--- src/sv/lpa_pkg.sv ---
// Package for the log-detector power meter: widths, types, command codes and constant tables.
`default_nettype none
package lpa_pkg;

	localparam int SAMPLE_BITS   = 16;
	localparam int EXP_FRAC_BITS = 16;
	localparam int ROOT_BITS     = 28;

	localparam int CFG_IDX_W  = 3;
	localparam int CFG_DATA_W = 32;

	// exact exponent sum in Q.32, its floored Q.EXP_FRAC_BITS form, and the centi-dBm numerator
	localparam int PROD_W = SAMPLE_BITS + 32;
	localparam int SUM_W  = (((SAMPLE_BITS + 33) > 40) ? (SAMPLE_BITS + 33) : 40) + 1;
	localparam int DROP   = 32 - EXP_FRAC_BITS;
	localparam int LQ_W   = SUM_W - DROP;
	localparam int N_W    = LQ_W - 1 - EXP_FRAC_BITS;
	localparam int D_W    = LQ_W + 11;
	localparam int Q_W    = D_W - EXP_FRAC_BITS;
	localparam int CMP_W  = (SAMPLE_BITS > 16) ? SAMPLE_BITS : 16;

	localparam int K_W = $clog2(EXP_FRAC_BITS);
	localparam logic [K_W-1:0] K_LAST = K_W'(EXP_FRAC_BITS - 1);

	typedef enum logic [CFG_IDX_W-1:0] {
		REG_DPC_R0    = 3'd0,
		REG_DPC_R1    = 3'd1,
		REG_ICPT_R0   = 3'd2,
		REG_ICPT_R1   = 3'd3,
		REG_AUTO      = 3'd4,
		REG_MANUAL    = 3'd5,
		REG_UPPER_THR = 3'd6,
		REG_LOWER_THR = 3'd7
	} cfg_reg_t;

	typedef struct packed {
		logic [31:0]        dpc_r0;
		logic [31:0]        dpc_r1;
		logic signed [23:0] icpt_r0;
		logic signed [23:0] icpt_r1;
		logic               auto_range;
		logic               manual_range;
		logic [15:0]        upper_thr;
		logic [15:0]        lower_thr;
	} cfg_t;

	typedef enum logic [2:0] {
		OP_NONE,
		OP_PROD,
		OP_SUM,
		OP_DBM,
		OP_EXP,
		OP_SCALE
	} dp_op_t;

	typedef struct packed {
		logic           load;
		dp_op_t         op;
		logic [K_W-1:0] k;
	} cmd_t;

	typedef logic [EXP_FRAC_BITS-1:0][31:0] root_rom_t;

	function automatic logic [63:0] isqrt64(input logic [63:0] x_in);
		logic [63:0] x;
		logic [63:0] res;
		logic [63:0] b;
		x   = x_in;
		res = '0;
		b   = 64'h4000_0000_0000_0000;
		for (int i = 0; i < 32; i++) begin
			if (x >= res + b) begin
				x   = x - (res + b);
				res = (res >> 1) + b;
			end else begin
				res = res >> 1;
			end
			b = b >> 2;
		end
		return res;
	endfunction

	// entry k is floor(2^28 * 10^(2^-(k+1))), by repeated floored square roots
	function automatic root_rom_t build_roots();
		root_rom_t   rom;
		logic [63:0] r;
		r = isqrt64(64'd10 << (2 * ROOT_BITS));
		for (int k = 0; k < EXP_FRAC_BITS; k++) begin
			rom[k] = r[31:0];
			r      = isqrt64(r << ROOT_BITS);
		end
		return rom;
	endfunction

	localparam root_rom_t ROOT_ROM = build_roots();

	function automatic logic [29:0] pow_ten(input logic [3:0] n);
		logic [29:0] v;
		case (n)
			4'd0:    v = 30'd1;
			4'd1:    v = 30'd10;
			4'd2:    v = 30'd100;
			4'd3:    v = 30'd1000;
			4'd4:    v = 30'd10000;
			4'd5:    v = 30'd100000;
			4'd6:    v = 30'd1000000;
			4'd7:    v = 30'd10000000;
			4'd8:    v = 30'd100000000;
			4'd9:    v = 30'd1000000000;
			default: v = '0;
		endcase
		return v;
	endfunction

endpackage
`default_nettype wire

--- src/sv/lpa_if.sv ---
// Channel interfaces: sample input, result output and configuration write.
`default_nettype none
interface lpa_in_if;
	import lpa_pkg::*;
	logic                   valid;
	logic                   ready;
	logic [SAMPLE_BITS-1:0] sample;
	modport source (output valid, output sample, input ready);
	modport sink (input valid, input sample, output ready);
endinterface

interface lpa_out_if;
	logic               valid;
	logic               ready;
	logic [31:0]        power_pw;
	logic               power_clamped;
	logic signed [15:0] dbm_centi;
	logic               range_used;
	logic               range_next;
	modport source (output valid, output power_pw, output power_clamped, output dbm_centi,
		output range_used, output range_next, input ready);
	modport sink (input valid, input power_pw, input power_clamped, input dbm_centi,
		input range_used, input range_next, output ready);
endinterface

interface lpa_cfg_if;
	import lpa_pkg::*;
	logic                  valid;
	logic                  ready;
	logic [CFG_IDX_W-1:0]  index;
	logic [CFG_DATA_W-1:0] data;
	modport source (output valid, output index, output data, input ready);
	modport sink (input valid, input index, input data, output ready);
endinterface
`default_nettype wire

--- src/sv/log_detector_power_autorange_core.sv ---
// Top level of the log-detector power meter with automatic range switching.
// Channels: samples (sink) carries one raw ADC code measured in the range
// selected before it; results (source) carries power_pw, power_clamped,
// dbm_centi, range_used and range_next; cfg (sink) writes the eight
// registers by index and is always ready.
// Each result is posted after these steps, in order: product, exponent sum,
// centi-dBm, 16 steps of the 10^f product (one shared 32x32 multiplier, one
// fraction bit per step) and the final 10^n scale. samples.ready is high
// only while the sequencer is idle, so a sample is accepted only once the
// one before it has left its final step.
// A result waits in the output register; the next sample is accepted and
// worked on meanwhile, and the sequencer holds at its final step until the
// output register is free, so a stalled receiver stalls input after one
// more sample.
// Reset clears the sequencer, the output valid flag, selects range 1 and
// loads the register defaults; no clearing pass.
`default_nettype none
module log_detector_power_autorange_core (
	input  logic       clk,
	input  logic       arst_n,
	lpa_in_if.sink     samples,
	lpa_out_if.source  results,
	lpa_cfg_if.sink    cfg
);
	import lpa_pkg::*;

	cfg_t cfg_regs;
	cmd_t cmd;

	lpa_cfg_regs u_cfg (
		.clk    (clk),
		.arst_n (arst_n),
		.wr     (cfg),
		.regs   (cfg_regs)
	);

	lpa_ctrl u_ctrl (
		.clk       (clk),
		.arst_n    (arst_n),
		.in_valid  (samples.valid),
		.in_ready  (samples.ready),
		.out_valid (results.valid),
		.out_ready (results.ready),
		.cmd       (cmd)
	);

	lpa_datapath u_dp (
		.clk           (clk),
		.arst_n        (arst_n),
		.cfg           (cfg_regs),
		.cmd           (cmd),
		.sample        (samples.sample),
		.power_pw      (results.power_pw),
		.power_clamped (results.power_clamped),
		.dbm_centi     (results.dbm_centi),
		.range_used    (results.range_used),
		.range_next    (results.range_next)
	);

endmodule
`default_nettype wire

--- src/sv/lpa_cfg_regs.sv ---
// Configuration register file for the power meter.
`default_nettype none
module lpa_cfg_regs (
	input  logic          clk,
	input  logic          arst_n,
	lpa_cfg_if.sink       wr,
	output lpa_pkg::cfg_t regs
);
	import lpa_pkg::*;

	cfg_t regs_q;

	assign wr.ready = 1'b1;
	assign regs     = regs_q;

	always_ff @(posedge clk or negedge arst_n) begin
		if (!arst_n) begin
			regs_q.dpc_r0       <= 32'd429497;
			regs_q.dpc_r1       <= 32'd429497;
			regs_q.icpt_r0      <= '0;
			regs_q.icpt_r1      <= '0;
			regs_q.auto_range   <= 1'b1;
			regs_q.manual_range <= 1'b1;
			regs_q.upper_thr    <= 16'd28000;
			regs_q.lower_thr    <= 16'd1950;
		end else if (wr.valid && wr.ready) begin
			case (wr.index)
				REG_DPC_R0:    regs_q.dpc_r0       <= wr.data[31:0];
				REG_DPC_R1:    regs_q.dpc_r1       <= wr.data[31:0];
				REG_ICPT_R0:   regs_q.icpt_r0      <= wr.data[23:0];
				REG_ICPT_R1:   regs_q.icpt_r1      <= wr.data[23:0];
				REG_AUTO:      regs_q.auto_range   <= wr.data[0];
				REG_MANUAL:    regs_q.manual_range <= wr.data[0];
				REG_UPPER_THR: regs_q.upper_thr    <= wr.data[15:0];
				REG_LOWER_THR: regs_q.lower_thr    <= wr.data[15:0];
				default: ;
			endcase
		end
	end

endmodule
`default_nettype wire

--- src/sv/lpa_datapath.sv ---
// Datapath: range selection, exponent sum, centi-dBm, shared multiplier for 10^L, result register.
`default_nettype none
module lpa_datapath (
	input  logic                            clk,
	input  logic                            arst_n,
	input  lpa_pkg::cfg_t                   cfg,
	input  lpa_pkg::cmd_t                   cmd,
	input  logic [lpa_pkg::SAMPLE_BITS-1:0] sample,
	output logic [31:0]                     power_pw,
	output logic                            power_clamped,
	output logic signed [15:0]              dbm_centi,
	output logic                            range_used,
	output logic                            range_next
);
	import lpa_pkg::*;

	localparam logic signed [D_W-1:0] DBM_OFS = D_W'(64'd9000 << EXP_FRAC_BITS);

	logic                   sel_q;
	logic [SAMPLE_BITS-1:0] sample_q;
	logic [31:0]            slope_q;
	logic signed [23:0]     icpt_q;
	logic                   used_q;
	logic                   next_q;
	logic [PROD_W-1:0]      prod_q;
	logic signed [LQ_W-1:0] lq_q;
	logic signed [15:0]     dbm_q;
	logic [31:0]            v_q;

	logic [31:0]        power_q;
	logic               clamped_q;
	logic signed [15:0] dbm_out_q;
	logic               used_out_q;
	logic               next_out_q;

	logic                    used;
	logic                    next;
	logic [31:0]             mul_a;
	logic [31:0]             mul_b;
	logic [63:0]             mul_p;
	logic signed [SUM_W-1:0] icpt_x;
	logic signed [SUM_W-1:0] prod_x;
	logic signed [SUM_W-1:0] sum;
	logic [N_W-1:0]          n_w;
	logic                    lq_neg;
	logic                    n_big;
	logic [63-ROOT_BITS:0]   scaled;
	logic                    over;
	logic [31:0]             power_n;
	logic                    clamped_n;
	logic signed [D_W-1:0]   lq_x;
	logic signed [D_W-1:0]   d;
	logic [D_W-1:0]          mag;
	logic [Q_W-1:0]          q;
	logic signed [15:0]      dbm_n;
	logic                    frac_bit;

	always_comb begin
		used = cfg.auto_range ? sel_q : cfg.manual_range;
		next = cfg.manual_range;
		if (cfg.auto_range) begin
			next = used;
			if (!used && (CMP_W'(sample) > CMP_W'(cfg.upper_thr))) begin
				next = 1'b1;
			end else if (used && (CMP_W'(sample) < CMP_W'(cfg.lower_thr))) begin
				next = 1'b0;
			end
		end
	end

	assign n_w    = lq_q[LQ_W-2:EXP_FRAC_BITS];
	assign lq_neg = lq_q[LQ_W-1];
	assign n_big  = (n_w >= N_W'(10));

	always_comb begin
		mul_a = '0;
		mul_b = '0;
		case (cmd.op)
			OP_PROD: begin
				mul_a = 32'(sample_q);
				mul_b = slope_q;
			end
			OP_EXP: begin
				mul_a = v_q;
				mul_b = ROOT_ROM[cmd.k];
			end
			OP_SCALE: begin
				mul_a = {2'b00, pow_ten(n_w[3:0])};
				mul_b = v_q;
			end
			default: ;
		endcase
	end

	assign mul_p = {32'd0, mul_a} * {32'd0, mul_b};

	assign icpt_x = SUM_W'(icpt_q);
	assign prod_x = SUM_W'({1'b0, prod_q});
	assign sum    = (icpt_x <<< 16) + prod_x;

	assign frac_bit = lq_q[EXP_FRAC_BITS - 1 - int'(cmd.k)];

	assign scaled = mul_p[63:ROOT_BITS];
	assign over   = |scaled[63-ROOT_BITS:32];

	always_comb begin
		power_n   = scaled[31:0];
		clamped_n = 1'b0;
		if (lq_neg) begin
			power_n = '0;
		end else if (n_big || over) begin
			power_n   = 32'hFFFF_FFFF;
			clamped_n = 1'b1;
		end
	end

	// 1000*L - 9000, L in Q.EXP_FRAC_BITS; 1000 = 1024 - 16 - 8
	always_comb begin
		lq_x = D_W'(lq_q);
		d    = (lq_x <<< 10) - (lq_x <<< 4) - (lq_x <<< 3) - DBM_OFS;
		mag  = d[D_W-1] ? D_W'(-d) : D_W'(d);
		q    = mag[D_W-1:EXP_FRAC_BITS];
		if (d[D_W-1]) begin
			dbm_n = (q > Q_W'(32768)) ? 16'sh8000 : 16'(~q[15:0] + 16'd1);
		end else begin
			dbm_n = (q > Q_W'(32767)) ? 16'sh7FFF : 16'(q[15:0]);
		end
	end

	always_ff @(posedge clk or negedge arst_n) begin
		if (!arst_n) begin
			sel_q <= 1'b1;
		end else if (cmd.load) begin
			sel_q <= next;
		end
	end

	always_ff @(posedge clk) begin
		if (cmd.load) begin
			sample_q <= sample;
			slope_q  <= used ? cfg.dpc_r1 : cfg.dpc_r0;
			icpt_q   <= used ? cfg.icpt_r1 : cfg.icpt_r0;
			used_q   <= used;
			next_q   <= next;
		end
		case (cmd.op)
			OP_PROD: prod_q <= mul_p[PROD_W-1:0];
			OP_SUM:  lq_q   <= LQ_W'(sum >>> DROP);
			OP_DBM: begin
				dbm_q <= dbm_n;
				v_q   <= 32'(64'd1 << ROOT_BITS);
			end
			OP_EXP: begin
				if (frac_bit) begin
					v_q <= mul_p[ROOT_BITS+31:ROOT_BITS];
				end
			end
			OP_SCALE: begin
				power_q    <= power_n;
				clamped_q  <= clamped_n;
				dbm_out_q  <= dbm_q;
				used_out_q <= used_q;
				next_out_q <= next_q;
			end
			default: ;
		endcase
	end

	assign power_pw      = power_q;
	assign power_clamped = clamped_q;
	assign dbm_centi     = dbm_out_q;
	assign range_used    = used_out_q;
	assign range_next    = next_out_q;

endmodule
`default_nettype wire

--- src/sv/lpa_ctrl.sv ---
// Controller: sequences one sample through the datapath and owns the result valid flag.
`default_nettype none
module lpa_ctrl (
	input  logic          clk,
	input  logic          arst_n,
	input  logic          in_valid,
	output logic          in_ready,
	output logic          out_valid,
	input  logic          out_ready,
	output lpa_pkg::cmd_t cmd
);
	import lpa_pkg::*;

	typedef enum logic [2:0] {
		S_IDLE,
		S_PROD,
		S_SUM,
		S_DBM,
		S_EXP,
		S_SCALE
	} state_t;

	state_t         state_q;
	logic [K_W-1:0] k_q;
	logic           out_valid_q;
	logic           out_free;

	assign out_free  = !out_valid_q || out_ready;
	assign in_ready  = (state_q == S_IDLE);
	assign out_valid = out_valid_q;

	always_comb begin
		cmd.load = (state_q == S_IDLE) && in_valid;
		cmd.k    = k_q;
		case (state_q)
			S_PROD:  cmd.op = OP_PROD;
			S_SUM:   cmd.op = OP_SUM;
			S_DBM:   cmd.op = OP_DBM;
			S_EXP:   cmd.op = OP_EXP;
			S_SCALE: cmd.op = out_free ? OP_SCALE : OP_NONE;
			default: cmd.op = OP_NONE;
		endcase
	end

	always_ff @(posedge clk or negedge arst_n) begin
		if (!arst_n) begin
			state_q     <= S_IDLE;
			k_q         <= '0;
			out_valid_q <= 1'b0;
		end else begin
			if (out_ready && (state_q != S_SCALE)) begin
				out_valid_q <= 1'b0;
			end
			case (state_q)
				S_IDLE: begin
					if (in_valid) begin
						state_q <= S_PROD;
					end
				end
				S_PROD: state_q <= S_SUM;
				S_SUM:  state_q <= S_DBM;
				S_DBM: begin
					k_q     <= '0;
					state_q <= S_EXP;
				end
				S_EXP: begin
					k_q <= k_q + 1'b1;
					if (k_q == K_LAST) begin
						state_q <= S_SCALE;
					end
				end
				S_SCALE: begin
					if (out_free) begin
						out_valid_q <= 1'b1;
						state_q     <= S_IDLE;
					end
				end
				default: state_q <= S_IDLE;
			endcase
		end
	end

	a_valid_from_scale: assert property (@(posedge clk) disable iff (!arst_n)
		$rose(out_valid_q) |-> $past(state_q == S_SCALE))
		else $error("result valid rose outside the final step");

	a_exp_starts_at_zero: assert property (@(posedge clk) disable iff (!arst_n)
		(state_q == S_EXP && $past(state_q == S_DBM)) |-> (k_q == '0))
		else $error("exponent iteration did not start at bit zero");

	a_scale_sets_valid: assert property (@(posedge clk) disable iff (!arst_n)
		(state_q == S_SCALE && out_free) |=> (out_valid_q && state_q == S_IDLE))
		else $error("finished result not posted");

	a_no_overwrite: assert property (@(posedge clk) disable iff (!arst_n)
		(cmd.op == OP_SCALE) |-> (!out_valid_q || out_ready))
		else $error("result register overwritten while pending");

endmodule
`default_nettype wire
--- src/flat_wrapper.sv ---
// flat-port wrapper written by rule: the top's interface ports become plain ports
module log_detector_power_autorange_core_flat import lpa_pkg::*;
  (clk, arst_n, samples_valid, samples_sample, samples_ready, results_valid, results_power_pw, results_power_clamped, results_dbm_centi, results_range_used, results_range_next, results_ready, cfg_valid, cfg_index, cfg_data, cfg_ready);
  lpa_in_if samples_i ();
  lpa_out_if results_i ();
  lpa_cfg_if cfg_i ();
  input  logic clk;
  input  logic arst_n;
  input wire logic [$bits(samples_i.valid)-1:0] samples_valid;
  input wire logic [$bits(samples_i.sample)-1:0] samples_sample;
  output wire logic [$bits(samples_i.ready)-1:0] samples_ready;
  output wire logic [$bits(results_i.valid)-1:0] results_valid;
  output wire logic [$bits(results_i.power_pw)-1:0] results_power_pw;
  output wire logic [$bits(results_i.power_clamped)-1:0] results_power_clamped;
  output wire logic [$bits(results_i.dbm_centi)-1:0] results_dbm_centi;
  output wire logic [$bits(results_i.range_used)-1:0] results_range_used;
  output wire logic [$bits(results_i.range_next)-1:0] results_range_next;
  input wire logic [$bits(results_i.ready)-1:0] results_ready;
  input wire logic [$bits(cfg_i.valid)-1:0] cfg_valid;
  input wire logic [$bits(cfg_i.index)-1:0] cfg_index;
  input wire logic [$bits(cfg_i.data)-1:0] cfg_data;
  output wire logic [$bits(cfg_i.ready)-1:0] cfg_ready;
  assign samples_i.valid = samples_valid;
  assign samples_i.sample = samples_sample;
  assign samples_ready = samples_i.ready;
  assign results_valid = results_i.valid;
  assign results_power_pw = results_i.power_pw;
  assign results_power_clamped = results_i.power_clamped;
  assign results_dbm_centi = results_i.dbm_centi;
  assign results_range_used = results_i.range_used;
  assign results_range_next = results_i.range_next;
  assign results_i.ready = results_ready;
  assign cfg_i.valid = cfg_valid;
  assign cfg_i.index = cfg_index;
  assign cfg_i.data = cfg_data;
  assign cfg_ready = cfg_i.ready;
  log_detector_power_autorange_core u_core (.clk(clk), .arst_n(arst_n), .samples(samples_i), .results(results_i), .cfg(cfg_i));
endmodule
--- config.mk ---
export PLATFORM = sky130hd
export DESIGN_NAME = log_detector_power_autorange_core_flat
export DESIGN_NICKNAME = d
export VERILOG_FILES = /design/src/sv/lpa_pkg.sv /design/src/sv/lpa_if.sv /design/src/sv/log_detector_power_autorange_core.sv /design/src/sv/lpa_cfg_regs.sv /design/src/sv/lpa_datapath.sv /design/src/sv/lpa_ctrl.sv /design/src/flat_wrapper.sv
export SDC_FILE = /design/constraint.sdc
export NUM_CORES = 2
export LEC_CHECK = 0
export ABC_CLOCK_PERIOD_IN_PS = 16400
export BUFFER_PORTS_ARGS = -buffer_cell sky130_fd_sc_hd__buf_2
export CAP_MARGIN = 20
export CORE_UTILIZATION = 45
export DETAILED_ROUTE_END_ITERATION = 8
export HOLD_SLACK_MARGIN = 0.06
export PLACE_DENSITY = 0.7
export SYNTH_ARGS = -nofsm -noshare
export SYNTH_HDL_FRONTEND = slang
export SYNTH_HIERARCHICAL = 1
export SYNTH_SLANG_ARGS = --single-unit
--- constraint.sdc ---
create_clock -name clk -period 16.4 [get_ports clk]
set_input_delay 0.82 -clock clk [delete_from_list [all_inputs] [get_ports clk]]
set_output_delay 0.82 -clock clk [all_outputs]
set_load 0.005 [all_outputs]
==> run summary <==
The slowest stage of the critical path belongs to the cell nor3_2. After detailed placement, the total cell area comes to 0.05864 sq mm. The first global-routing pass estimated 268.0 mm of wire. The total routing resource utilization after global routing was 28.39%; the detailed-placement wirelength estimate was 135.4 mm.

The H-tree was split into 2 levels. Summing internal, switching and leakage power gives 12.76 mW. The mapped netlist covers 0.05606 sq mm. The tools report the arrival time of data at the critical path endpoint as 14.17 ns. The synthesized netlist devotes 12.79% of its cell area to simple gates. During I/O placement, the number of pins put on the boundary was 110. For this run, the detailed router's first-pass iteration total came to 8. In the layout the commonest cells are 1045 x inv_1, 923 x fa_1, 725 x nor2_1.

Clock-pin slew was measured on the worst setup and hold paths at 0.07 ns. The number of setup buffers added after CTS came out at 0. After synthesis, the largest family of logic cells by area is adder cells. Measured against the total synthesized area, the mux share comes to 4.759%. The path class of the tightest hold or removal check is in2async. The number of buffers and inverters on the critical path is 7.

Using the TritonRoute via totals, the vias-per-cell ratio works out to 5.707. Library cell used as clock root buffer: clkbuf_16. The run gives 0 as the final-report hold violation count. Summed over all cells, the static leakage comes to 27.91 nW. The die covers 0.1260 sq mm. By area the synthesized netlist is led by fa_1 33%, edfxtp_1 13%, ha_1 9.9%. Summed over its instances, the top area cell type makes up 32.96% of the synthesized netlist area. In the post-route analysis, the smallest setup slack over all paths is 2.495 ns. The tools report the total wirelength of the detailed-routed design as 176.9 mm. The tools report the sequential fraction of the synthesis area as 20.63%. The count of warnings emitted by yosys came out at 6. The slew at the pin closest to its max-slew limit is 1.155 ns, and the number of max-capacitance violations reported is 0. The count of flip-flops with a built-in enable after synthesis came out at 239. The logs give 7440 for the final cell count without fillers and 22.97% for the relative slew slack.

Relative to the synthesized area, the layout overhead comes to 7.078%. At the end of routability-driven placement, the weighted congestion stood at 0.9970. In this run the standard cell core region covers 0.1236 sq mm. After global routing the overflow that remains totals 0. The TritonCTS buffer count is 37, and the post-synthesis compound-gate area fraction is 7.730%.

The number of antenna violations at the first check in global routing is 5. For this design, the sink count on the clock tree is 417. The cell total after placement was 7368. In this run the worst path has a maximum fanout of 38.

The floorplan has 129 rows. After clock tree synthesis, the flow added hold-fix buffers numbering 0. In this run the remaining antenna-violating nets after routing total 0. The classification of the worst setup path is reg2reg. The pre-CTS setup slack was 2.815 ns. Counting every instance in the synthesized netlist gives 5771. In the final timing run, aggregate negative setup slack is 0 ns. The top achievable clock speed came out at 71.92 MHz.

For the count of final max-slew check failures, the log shows 0. The finished cells cover 0.06002 sq mm. The fraction of registers with async set/reset was 37.17%. The tools report the quantity of gates resized following cts as 0. Effective utilization at floorplan: 45.34%. The height of the chip is 354.9 um, and the largest stage delay on the critical path is 0.87 ns. The port buffer count works out to 108.

TritonCTS built the clock tree. The library cell used most frequently in the layout, excluding fill and tap cells, is inv_1. The cell accounting for the most synthesized area was fa_1. The cell that appears most often on the critical path is fa_1.

A synthesized cell averages 9.713 sq um. Entering global routing, the biggest net connects 84 pins. The run finished with clean final reports. The post-route minimum period works out to 13.90 ns. Setup repair after global routing left no endpoint under its margin. In this run the power density over the cells is 212.6 mW/mm^2. The worst setup path is launched from a flip-flop.

The adder-cell area share of the yosys netlist was 42.85%; the distinct cell type count after synthesis was 112. For the final clock skew, the log shows 0.03486 ns. The run gives 0 as the final-report setup violation count. The commonest register cell after synthesis was edfxtp_1.

The type of element capturing the critical path is a flip-flop. The tightest hold path in the finished design has a slack of 0.2790 ns. Number of nets in the finished design: 7194. The post-route netlist has 11.14% of its cells at a drive strength greater than 1.

The via count of the first global-routing pass came out at 44396. The run gives 0.3366 mV as the maximum VDD drop. Clock latency on the worst-skew pair, taken at its later pin, is 0.59 ns. Among cell families on the critical path, the largest total delay comes from adder cells.

The synthesized design contains 417 register bits. The violation count after the first detailed-routing iteration was 3735; the number of vias in the routed layout was 42460. Summing the areas of all xor and xnor instances in the mapped netlist gives 2.138% of the synthesized area. The post-detailed-route DRC marker count is 0. The run gives 16.67 ns as the required time reported for the critical path endpoint. Measured on the finished design, the core utilization comes to 48.55%. In this run the horizontal extent of the chip is 354.9 um.

The fraction of the cycle the final worst path needs is 84.79%. The maximum number of buffers from clock root to sink is 3. The average wire per cell in the routed design is 23.77 um.
[flip-flops by register name, summed over array words and instances (netlist names), 3 cells and up, named ones only]
register and count:
u_core/u_dp/lq_q 34, u_core/u_dp/slope_q 32, u_core/u_dp/sample_q 16, u_core/u_dp/dbm_q 16, u_core/u_dp/dbm_centi 16, u_core/u_dp/v_q 32
u_core/u_ctrl/state_q 3, u_core/u_cfg/regs 146, u_core/u_ctrl/k_q 4, u_core/u_dp/icpt_q 24, u_core/u_dp/power_pw 32, u_core/u_dp/prod_q 32
[synth_stat cells (all sizes together), types with 35 or more instances]
library cell and number:
a21oi 201, nor3 55, nand2 525, edfxtp 239, o21ai 120, inv 1046, fa 923, dfrtp 115
mux2 220, nand4 35, xor2 51, nor2 729, clkbuf 233, ha 443, dfstp 40, a21o 107
buf 42, xnor2 85, nand3 50, nand2b 48
[layout make-up]
class                   instances  area (sq um)
fillers                     11516         63610
multi-input cells            4035         39620
flip-flops and latches        417         11570
inverters                    1047          3930
well taps                    1637          2048
repair buffers                234          1520
clock buffers                  50          1049
clock inverters                18         287.8
diodes                          2         5.005
[cells by family after synthesis]
kind of cell	Yosys count
and+or+nand+nor	1639
adders and majority gates	1366
buffers and inverters	1322
AOI/OAI and AO/OA	655
DFF	417
muxes	234
xor gates and xnor gates	136
other	2
[metal layers]
| metal | global-route usage, % | vias to the layer above | part of all wire, % |
|---|---|---|---|
| met5 | 0 | - | 0.015 |
| met1 | 35.34 | 21452 | 37 |
| met2 | 45.94 | 2104 | 46 |
| met3 | 6.451 | 660 | 9.8 |
| met4 | 15.29 | 4 | 7.0 |
| li1 | - | 18240 | - |
[path summary, 6_finish.rpt]
kind                                            end                      from  slack [ns]  depth (start not counted)
min in group clk           u_core/u_dp/dbm_centi[3]      u_core/u_dp/dbm_q[3]        0.40                          0
hold reg to reg            u_core/u_dp/dbm_centi[3]      u_core/u_dp/dbm_q[3]        0.40                          0
hold / removal                u_core/u_cfg/regs[17]                    arst_n        0.28                          1
max in group asynchronous      u_core/u_ctrl/k_q[1]                    arst_n       14.65                          2
setup / recovery            u_core/u_dp/power_pw[0]  u_core/u_ctrl/state_q[1]        2.50                         39
setup reg to reg            u_core/u_dp/power_pw[0]  u_core/u_ctrl/state_q[1]        2.50                         39
[worst reg2reg max path: cells and delay by family (launching register included)]
kind / cells / cell delay (ns)
fa+ha+maj: 10 / 4.63
simple gates: 11 / 4.04
compound gates: 10 / 2.49
buf+inv: 7 / 1.58
flops: 1 / 0.70
xor+xnor: 1 / 0.17
[where the power goes]
part	internal (mW)	switching [mW]
Combinational	3.52	6.43
Clock	0.541	0.424
Sequential	1.60	0.252
Total	5.66	7.10
Note: power is estimated with default switching activity, not from simulation.
